==> src/array_exchange_sorter_assert.svh <==
// Assertion macros for the array exchange sorter.
// Used by the top level; relies on the aclk and aresetn names in scope.
`ifndef ARRAY_EXCHANGE_SORTER_ASSERT_SVH
`define ARRAY_EXCHANGE_SORTER_ASSERT_SVH

// Same-cycle implication, checked outside reset.
`define AES_ASSERT_NOW(label, ante, cons, msg) \
    label: assert property (@(posedge aclk) disable iff (!aresetn) (ante) |-> (cons)) \
        else $error(msg);

// Next-cycle implication, checked outside reset.
`define AES_ASSERT_NEXT(label, ante, cons, msg) \
    label: assert property (@(posedge aclk) disable iff (!aresetn) (ante) |=> (cons)) \
        else $error(msg);

`endif

==> src/aes_pkg.sv <==
// Package for the array exchange sorter: sizes, item structs, cell links and states.
// No dependencies; used by aes_cell and array_exchange_sorter.
package aes_pkg;

    localparam int MAX_ITEMS = 16;
    localparam int CNT_W     = $clog2(MAX_ITEMS + 1);
    localparam logic [CNT_W-1:0] MAX_COUNT = CNT_W'(MAX_ITEMS);
    localparam logic [CNT_W-1:0] ONE_COUNT = CNT_W'(1);

    typedef struct packed {
        logic signed [31:0] value;
        logic               last;
    } aes_in_t;

    typedef struct packed {
        logic signed [31:0] value_res;
        logic               last_res;
        logic               overflow;
    } aes_out_t;

    typedef struct packed {
        logic               insert;
        logic               shift;
        logic signed [31:0] in_value;
    } aes_cell_cmd_t;

    typedef struct packed {
        logic signed [31:0] value;
        logic               occ;
        logic               lt;
    } aes_cell_link_t;

    typedef enum logic {
        AES_FILL,
        AES_DRAIN
    } aes_state_t;

endpackage

==> src/array_exchange_sorter.sv <==
// Array exchange sorter top level: a chain of insertion cells and the batch controller.
// Depends on aes_pkg, aes_cell and array_exchange_sorter_assert.svh.
//
// The input channel (s_valid, s_ready, s_item) takes one signed element per cycle
// while a batch is being filled. Each element is inserted into a chain of
// MAX_ITEMS cells in sorted position in the cycle it is accepted. The item whose
// last bit is set closes the batch; elements beyond MAX_ITEMS are dropped and
// every result of that batch then carries overflow.
// After the closing item s_ready falls and the chain shifts toward the first cell,
// one element per result, through a single output register on the m_ side.
// The first result goes through the drain state and the output register, then
// one result per cycle while m_ready stays high; last_res marks the final one.
// The shift chain sets the drain rate and the broadcast insertion sets the fill rate.
// When the receiver stalls, the chain holds and the output item stays put.
// A new batch is accepted as soon as the final result has been loaded into the
// output register. Reset (aresetn low, synchronous) empties the chain and
// clears the output valid; no clearing pass is needed.
module array_exchange_sorter import aes_pkg::*; (
    input  logic     aclk,
    input  logic     aresetn,
    input  logic     s_valid,
    output logic     s_ready,
    input  aes_in_t  s_item,
    output logic     m_valid,
    input  logic     m_ready,
    output aes_out_t m_item
);

    aes_state_t       state_reg;
    aes_state_t       state_next;
    logic [CNT_W-1:0] count_reg;
    logic [CNT_W-1:0] count_next;
    logic             dropped_reg;
    logic             dropped_next;
    logic             m_valid_reg;
    logic             m_valid_next;
    aes_out_t         m_item_reg;
    aes_out_t         m_item_next;
    logic             accept;
    logic             load;
    aes_cell_cmd_t    cmd;
    aes_cell_link_t   links [MAX_ITEMS];

    localparam aes_cell_link_t EDGE_LINK = '{value: '0, occ: 1'b0, lt: 1'b0};

    genvar gi;
    generate
        for (gi = 0; gi < MAX_ITEMS; gi++) begin : g_cell
            aes_cell_link_t prev_link;
            aes_cell_link_t next_link;
            if (gi == 0) begin : g_first
                assign prev_link = EDGE_LINK;
            end else begin : g_mid_prev
                assign prev_link = links[gi-1];
            end
            if (gi == MAX_ITEMS - 1) begin : g_last
                assign next_link = EDGE_LINK;
            end else begin : g_mid_next
                assign next_link = links[gi+1];
            end
            aes_cell u_cell (
                .aclk      (aclk),
                .aresetn   (aresetn),
                .cmd       (cmd),
                .prev_link (prev_link),
                .next_link (next_link),
                .link      (links[gi])
            );
        end
    endgenerate

    assign s_ready = (state_reg == AES_FILL);
    assign accept  = s_valid && s_ready;
    assign m_valid = m_valid_reg;
    assign m_item  = m_item_reg;

    always_comb begin
        state_next   = state_reg;
        count_next   = count_reg;
        dropped_next = dropped_reg;
        load         = 1'b0;
        cmd          = '{insert: 1'b0, shift: 1'b0, in_value: s_item.value};
        m_valid_next = m_valid_reg && !m_ready;
        m_item_next  = m_item_reg;
        unique case (state_reg)
            AES_FILL: begin
                if (accept) begin
                    if (count_reg < MAX_COUNT) begin
                        cmd.insert = 1'b1;
                        count_next = count_reg + ONE_COUNT;
                    end else begin
                        dropped_next = 1'b1;
                    end
                    if (s_item.last) begin
                        state_next = AES_DRAIN;
                    end
                end
            end
            AES_DRAIN: begin
                load = !m_valid_reg || m_ready;
                if (load) begin
                    cmd.shift    = 1'b1;
                    count_next   = count_reg - ONE_COUNT;
                    m_valid_next = 1'b1;
                    m_item_next  = '{value_res: links[0].value,
                                     last_res:  (count_reg == ONE_COUNT),
                                     overflow:  dropped_reg};
                    if (count_reg == ONE_COUNT) begin
                        state_next   = AES_FILL;
                        dropped_next = 1'b0;
                    end
                end
            end
            default: begin
                state_next = AES_FILL;
            end
        endcase
    end

    always_ff @(posedge aclk) begin
        if (!aresetn) begin
            state_reg   <= AES_FILL;
            count_reg   <= '0;
            dropped_reg <= 1'b0;
            m_valid_reg <= 1'b0;
        end else begin
            state_reg   <= state_next;
            count_reg   <= count_next;
            dropped_reg <= dropped_next;
            m_valid_reg <= m_valid_next;
        end
    end

    always_ff @(posedge aclk) begin
        m_item_reg <= m_item_next;
    end

`include "array_exchange_sorter_assert.svh"

    `AES_ASSERT_NOW(a_drain_nonempty, state_reg == AES_DRAIN, count_reg != '0, "Draining with an empty chain.")
    `AES_ASSERT_NOW(a_head_occupied, load, links[0].occ, "Result loaded from an empty cell.")
    `AES_ASSERT_NEXT(a_close_drains, accept && s_item.last, !s_ready && count_reg != '0, "Closing item did not start the drain.")
    `AES_ASSERT_NEXT(a_last_refills, load && (count_reg == ONE_COUNT), s_ready && !links[0].occ && count_reg == '0, "Chain not empty after the final result.")

endmodule

==> src/aes_cell.sv <==
// One cell of the sorting chain: holds one element and its occupied bit.
// Depends on aes_pkg for the command and neighbor link structs.
module aes_cell import aes_pkg::*; (
    input  logic           aclk,
    input  logic           aresetn,
    input  aes_cell_cmd_t  cmd,
    input  aes_cell_link_t prev_link,
    input  aes_cell_link_t next_link,
    output aes_cell_link_t link
);

    logic signed [31:0] value_reg;
    logic signed [31:0] value_next;
    logic               occ_reg;
    logic               occ_next;
    logic               lt;

    assign lt   = !occ_reg || ($signed(cmd.in_value) < $signed(value_reg));
    assign link = '{value: value_reg, occ: occ_reg, lt: lt};

    always_comb begin
        value_next = value_reg;
        occ_next   = occ_reg;
        priority if (cmd.shift) begin
            value_next = next_link.value;
            occ_next   = next_link.occ;
        end else if (cmd.insert) begin
            priority if (prev_link.lt) begin
                value_next = prev_link.value;
                occ_next   = prev_link.occ;
            end else if (lt) begin
                value_next = cmd.in_value;
                occ_next   = 1'b1;
            end else begin
                value_next = value_reg;
                occ_next   = occ_reg;
            end
        end else begin
            value_next = value_reg;
            occ_next   = occ_reg;
        end
    end

    always_ff @(posedge aclk) begin
        if (!aresetn) begin
            occ_reg <= 1'b0;
        end else begin
            occ_reg <= occ_next;
        end
    end

    always_ff @(posedge aclk) begin
        value_reg <= value_next;
    end

endmodule

==> config.mk <==
export PLATFORM = sky130hd
export DESIGN_NAME = array_exchange_sorter
export DESIGN_NICKNAME = d
export VERILOG_FILES = /design/src/aes_pkg.sv /design/src/array_exchange_sorter.sv /design/src/aes_cell.sv
export VERILOG_INCLUDE_DIRS = /design/src /design/src/src
export SDC_FILE = /design/constraint.sdc
export NUM_CORES = 2
export LEC_CHECK = 0
export BUFFER_PORTS_ARGS = -buffer_cell sky130_fd_sc_hd__buf_2
export CORE_ASPECT_RATIO = 1.1
export CORE_MARGIN = 2
export CORE_UTILIZATION = 60
export CTS_CLUSTER_DIAMETER = 200
export DETAILED_ROUTE_END_ITERATION = 7
export GPL_ROUTABILITY_DRIVEN = 0
export PLACE_DENSITY = 0.83
export SLEW_MARGIN = 10
export SYNTH_ARGS = -nofsm -noshare
export SYNTH_HDL_FRONTEND = slang
export SYNTH_HIERARCHICAL = 1
export SYNTH_SLANG_ARGS = --single-unit
export TNS_END_PERCENT = 20
==> constraint.sdc <==
create_clock -name aclk -period 17.1 [get_ports aclk]
set_clock_uncertainty 0.15 [all_clocks]
set_input_delay 0 -clock aclk [delete_from_list [all_inputs] [get_ports aclk]]
set_output_delay 0 -clock aclk [all_outputs]
set_load 0.01 [all_outputs]
After elaboration in Yosys (flattened, before gate mapping)
Cells that the tools add are included.

Register bits: 570. Input port bits: 37. Word-level logic and storage cells: 283.

Add/subtract/negate cells: 2. Order comparisons: 17. Equality and inequality tests: 6. Muxes and demuxes: 143. Bitwise logic cells: 2. Reduce and logical (&&, ||, !) cells: 74.

Operators with widths (count): $mux 32 (61); $lt 32x32->1 (16); $mux 1 (76); $reduce_bool 3->1 (14); $reduce_and 2->1 (17); $logic_not 1->1 (18); $logic_or 1x1->1 (17); $mux 5 (3); $pmux 5 s2 (1); $ne 2x1->1 const B (4); $reduce_bool 2->1 (3); $add 5x1->5 const B (1); $eq 5x1->1 const B (1); $lt 5x5->1 const B (1); $sub 5x1->5 const B (1); $pmux 1 s2 (2); $reduce_and 4->1 (1); $reduce_and 3->1 (1); $logic_and 1x1->1 (2); $ne 2x2->1 const B (1); $not 1->1 (2); $reduce_or 2->1 (1).

Longest topological paths before layout
Depth in word-level cells: 6. Mapped depth: 13. Depth with buffers taken out: 11.

Cells and area by module
The synthesis kept the hierarchy.

By module, submodules not included: aes_cell (instances 16, cells an instance 270, area each 2507.4 um^2, seq. area each 980.9 um^2); array_exchange_sorter (instances 1, cells an instance 87, area each 1472.7 um^2, seq. area each 1181.1 um^2).

Worst setup path before layout
No wires, ideal clock.

Path type: register -> register. From: register state_reg. To: register g_cell[0].u_cell.value_reg[0], enable pin. Library setup time: 0.441 ns. Arrival time: 6.530 ns. Data required time: 16.509 ns. Setup slack: 9.979 ns. Stages on the path, launching flop included: 7. Buffers on the path: 2. Period minus slack after synthesis: 7.121 ns. Path through: dfxtp_1 > buf_4 > inv_1 > nor2_1 > buf_2 > nor2_1 > a31oi_1.

Word-level cells in the longest chain between the ends: 6. Elaborated cells between the ends (all ways): 8. Classes of those cells: mux (3); bitwise (1); reduce/logical (4).

RTL lines: start, declared (line array_exchange_sorter.sv:29) `aes_state_t state_reg;`; start signal, assigned (line array_exchange_sorter.sv:127) `state_reg <= state_next;`; $not 1->1 (line array_exchange_sorter.sv:72) `assign s_ready = (state_reg == AES_FILL);`; via s_ready (line array_exchange_sorter.sv:22) `output logic s_ready,`; $logic_and 1x1->1 (line array_exchange_sorter.sv:73) `assign accept = s_valid && s_ready;`; $mux 1 (line array_exchange_sorter.sv:87) `if (accept) begin`; $mux 1 (line array_exchange_sorter.sv:85) `unique case (state_reg)`; $reduce_bool 2->1 (no line); $reduce_and 2->1 (no line); end signal, assigned (line aes_cell.sv:53) `value_reg <= value_next;`; end, declared (line aes_cell.sv:12) `logic signed [31:0] value_reg;`.

The timed path passes the listed nets, and every way through them passes these cells. A chain may end at the register's enable or synchronous reset.

==> metrics.csv <==
stage;metric;value;unit
clocking;clk_pin_slew;60;ps
global_route;overflow;0;
worst_setup_path;required;17180;ps
global_route;grt_pass1_wl;155;mm
cells_and_area;ff_latch_area;0.0169;mm²
cells_and_area;final_cell_count_no_fill;5425;
cells_and_area;fillerInstances;5406;
detailed_routing;vias_per_cell;5.80;
sta;hold_viol_final;0;
sta;finalMaxSlewViolations;0;
clocking;clock_latency;620;ps
worst_hold_path;hold_path.class;in2reg;
logic_synthesis;yosysWarningCount;6;
worst_setup_path;cp-end-kind;flop;
sta;timing.final.ws_setup;11960;ps
global_route;grt_max_degree;287;
die;ios;73;
sta;rsz0062_at_grt;false;
detailed_routing;ant_nets;0;
cells_and_area;largest_reg_flops;512;
clocking;cts_root_buf;clkbuf_16;
sta;fmax;195;MHz
cells_and_area;post-route-util;0.653;
power_and_ir_drop;power_frac_comb;0.293;
worst_setup_path;critPathArrivalTime;5210;ps
logic_synthesis;syn_area;0.0416;mm²
die;die_h;280;µm
power_and_ir_drop;p_clk_frac;0.269;
detailed_routing;drt_wl_total;93.4;mm
detailed_routing;drc;0;
global_route;antenna_found_initial;2;
sta;setup_violations;0;
power_and_ir_drop;powerDensity;111;mW/mm²
flow_run;cap_viol_max_count;0;
clocking;cts_buffer_depth;3;
sta;relSlewSlack;0.222;
clocking;cts_tree;yes;
worst_setup_path;crit_slowest_cell;a31oi_4;
global_route;grt_pass1_vias;31371;
die;fp.dieW;255;µm
sta;final.setup.tns;0;ps
logic_synthesis;synthCells;4405;
placement;dp_slack;11910;ps
worst_setup_path;critPathKind;reg2reg;
logic_synthesis;syn_area_per_cell;9.44;µm²
power_and_ir_drop;p_int;3.28;mW
worst_setup_path;critPathTopFamily;buffers and inverters;
cells_and_area;multi_input_area;0.0220;mm²
global_route;grt.total_usage;0.264;
sta;finalCriticalPeriod;5140;ps
detailed_routing;num_vias;31439;
sta;period_share;0.300;
placement;dp_cells;5285;
worst_setup_path;cp-start-kind;flop;
outcome;status;finished, final reports clean;
worst_setup_path;crit_chain;inv_1, nor2_4, buf_12, buf_4, buf_4, nor3_1, a31oi_4;
detailed_routing;drt_iter0_drc;2492;
cells_and_area;drive_gt1_frac;0.0623;
die;rows;101;
detailed_routing;routedWlPerCell;17.2;µm
die;floorplan.initialDensity;0.605;
detailed_routing;dr.pass1.iters;6;
power_and_ir_drop;swShare;0.341;
power_and_ir_drop;totalPowerFinal;4.97;mW
die;die_area;0.0714;mm²
die;core;0.0687;mm²
worst_setup_path;path_common_cell;buf_4;
worst_setup_path;cpPeakStageDelay;950;ps
power_and_ir_drop;p_leak;21.3;nW
placement;port_buffers;72;
sta;tightest_slew;1170;ps
clocking;cts_made_buffers;66;
worst_setup_path;worstPathMaxFanout;286;
power_and_ir_drop;max-vdd-ir-drop;104;µV
power_and_ir_drop;p_sw;1.70;mW
clocking;cts.htree.levels;3;
power_and_ir_drop;seq_power_share;0.438;
placement;dp_hpwl;67.7;mm
clocking;cts.sinks;570;
worst_setup_path;critPathBufInv;4;
cells_and_area;area_delta_synth_final;7.97;%
cells_and_area;nNetsFinal;4982;
cell type report:
type	instances	area share
multi-input combinational	3145	0.491
sequential	570	0.376
inverter	548	0.0458
clock buffer	81	0.0392
tap	927	0.0258
timing repair buffer	115	0.0169
clock inverter	38	0.00563
antenna	1	0.0000557
worst reg2reg max path, stage by stage, from the launching register on:
cell and delay (ps):
dfxtp_1 590, inv_1 230, nor2_4 170, buf_12 560, buf_4 870, buf_4 1010, nor3_1 220, a31oi_4 950
stage by stage:
stage / hold slack, ps / instance area, µm²
finish: 44.6 / 44900
global route: 45.7 / 44900
CTS: 1.54 / 44900
detailed placement: 202 / 42700
global placement: 197 / 42700
floorplan: -28.3 / 41800
power groups by stage:
stage	clock [mW]	sequential, mW	combinational (mW)
after floorplan	0	2.10	1.11
after global placement	0	2.19	1.33
after detailed placement	0	2.20	1.42
after CTS	1.36	2.17	1.45
after global routing	1.41	2.22	1.66
final	1.34	2.18	1.46
cell usage in the layout (no fill, tap or decap), types with 24 or more instances in the layout:
cell type    n
nand2_1    707
o21ai_0    641
inv_1      548
edfxtp_1   546
mux2i_1    513
ha_1       499
a21oi_1    229
nor2_1     118
buf_2       72
clkbuf_16   67
conb_1      67
o21ai_1     64
a21oi_2     33
nor3_1      32
a22oi_1     32
o211ai_1    32
dfxtp_1     24
path summary, 6_finish.rpt:
| kind | from | end | slack, ps | depth (start not counted) |
|---|---|---|---|---|
| worst max register to register | state_reg | g_cell[2].u_cell/value_reg[6] | 11960 | 7 |
| worst min-delay path | s_item[19] | g_cell[3].u_cell/value_reg[18] | 40 | 3 |
| worst min register to register | dropped_reg | m_item[0] | 310 | 0 |
| worst max-delay path | state_reg | g_cell[2].u_cell/value_reg[6] | 11960 | 7 |
what timing repair did:
item                       CTS  global route
buffers inserted             0             0
gates resized for setup      0             0
hold buffers                20             0
hold endpoints to repair    52             0
setup endpoints to repair    0             0
per-layer routing:
layer / global-route usage / share of wire / wire (µm)
met1: 0.339 / 0.43 / 39900
met2: 0.450 / 0.48 / 45000
met3: 0.0289 / 0.049 / 4560
met4: 0.112 / 0.042 / 3920
met5: 0 / 0 / 0
Power figures use the tool's default switching activity.
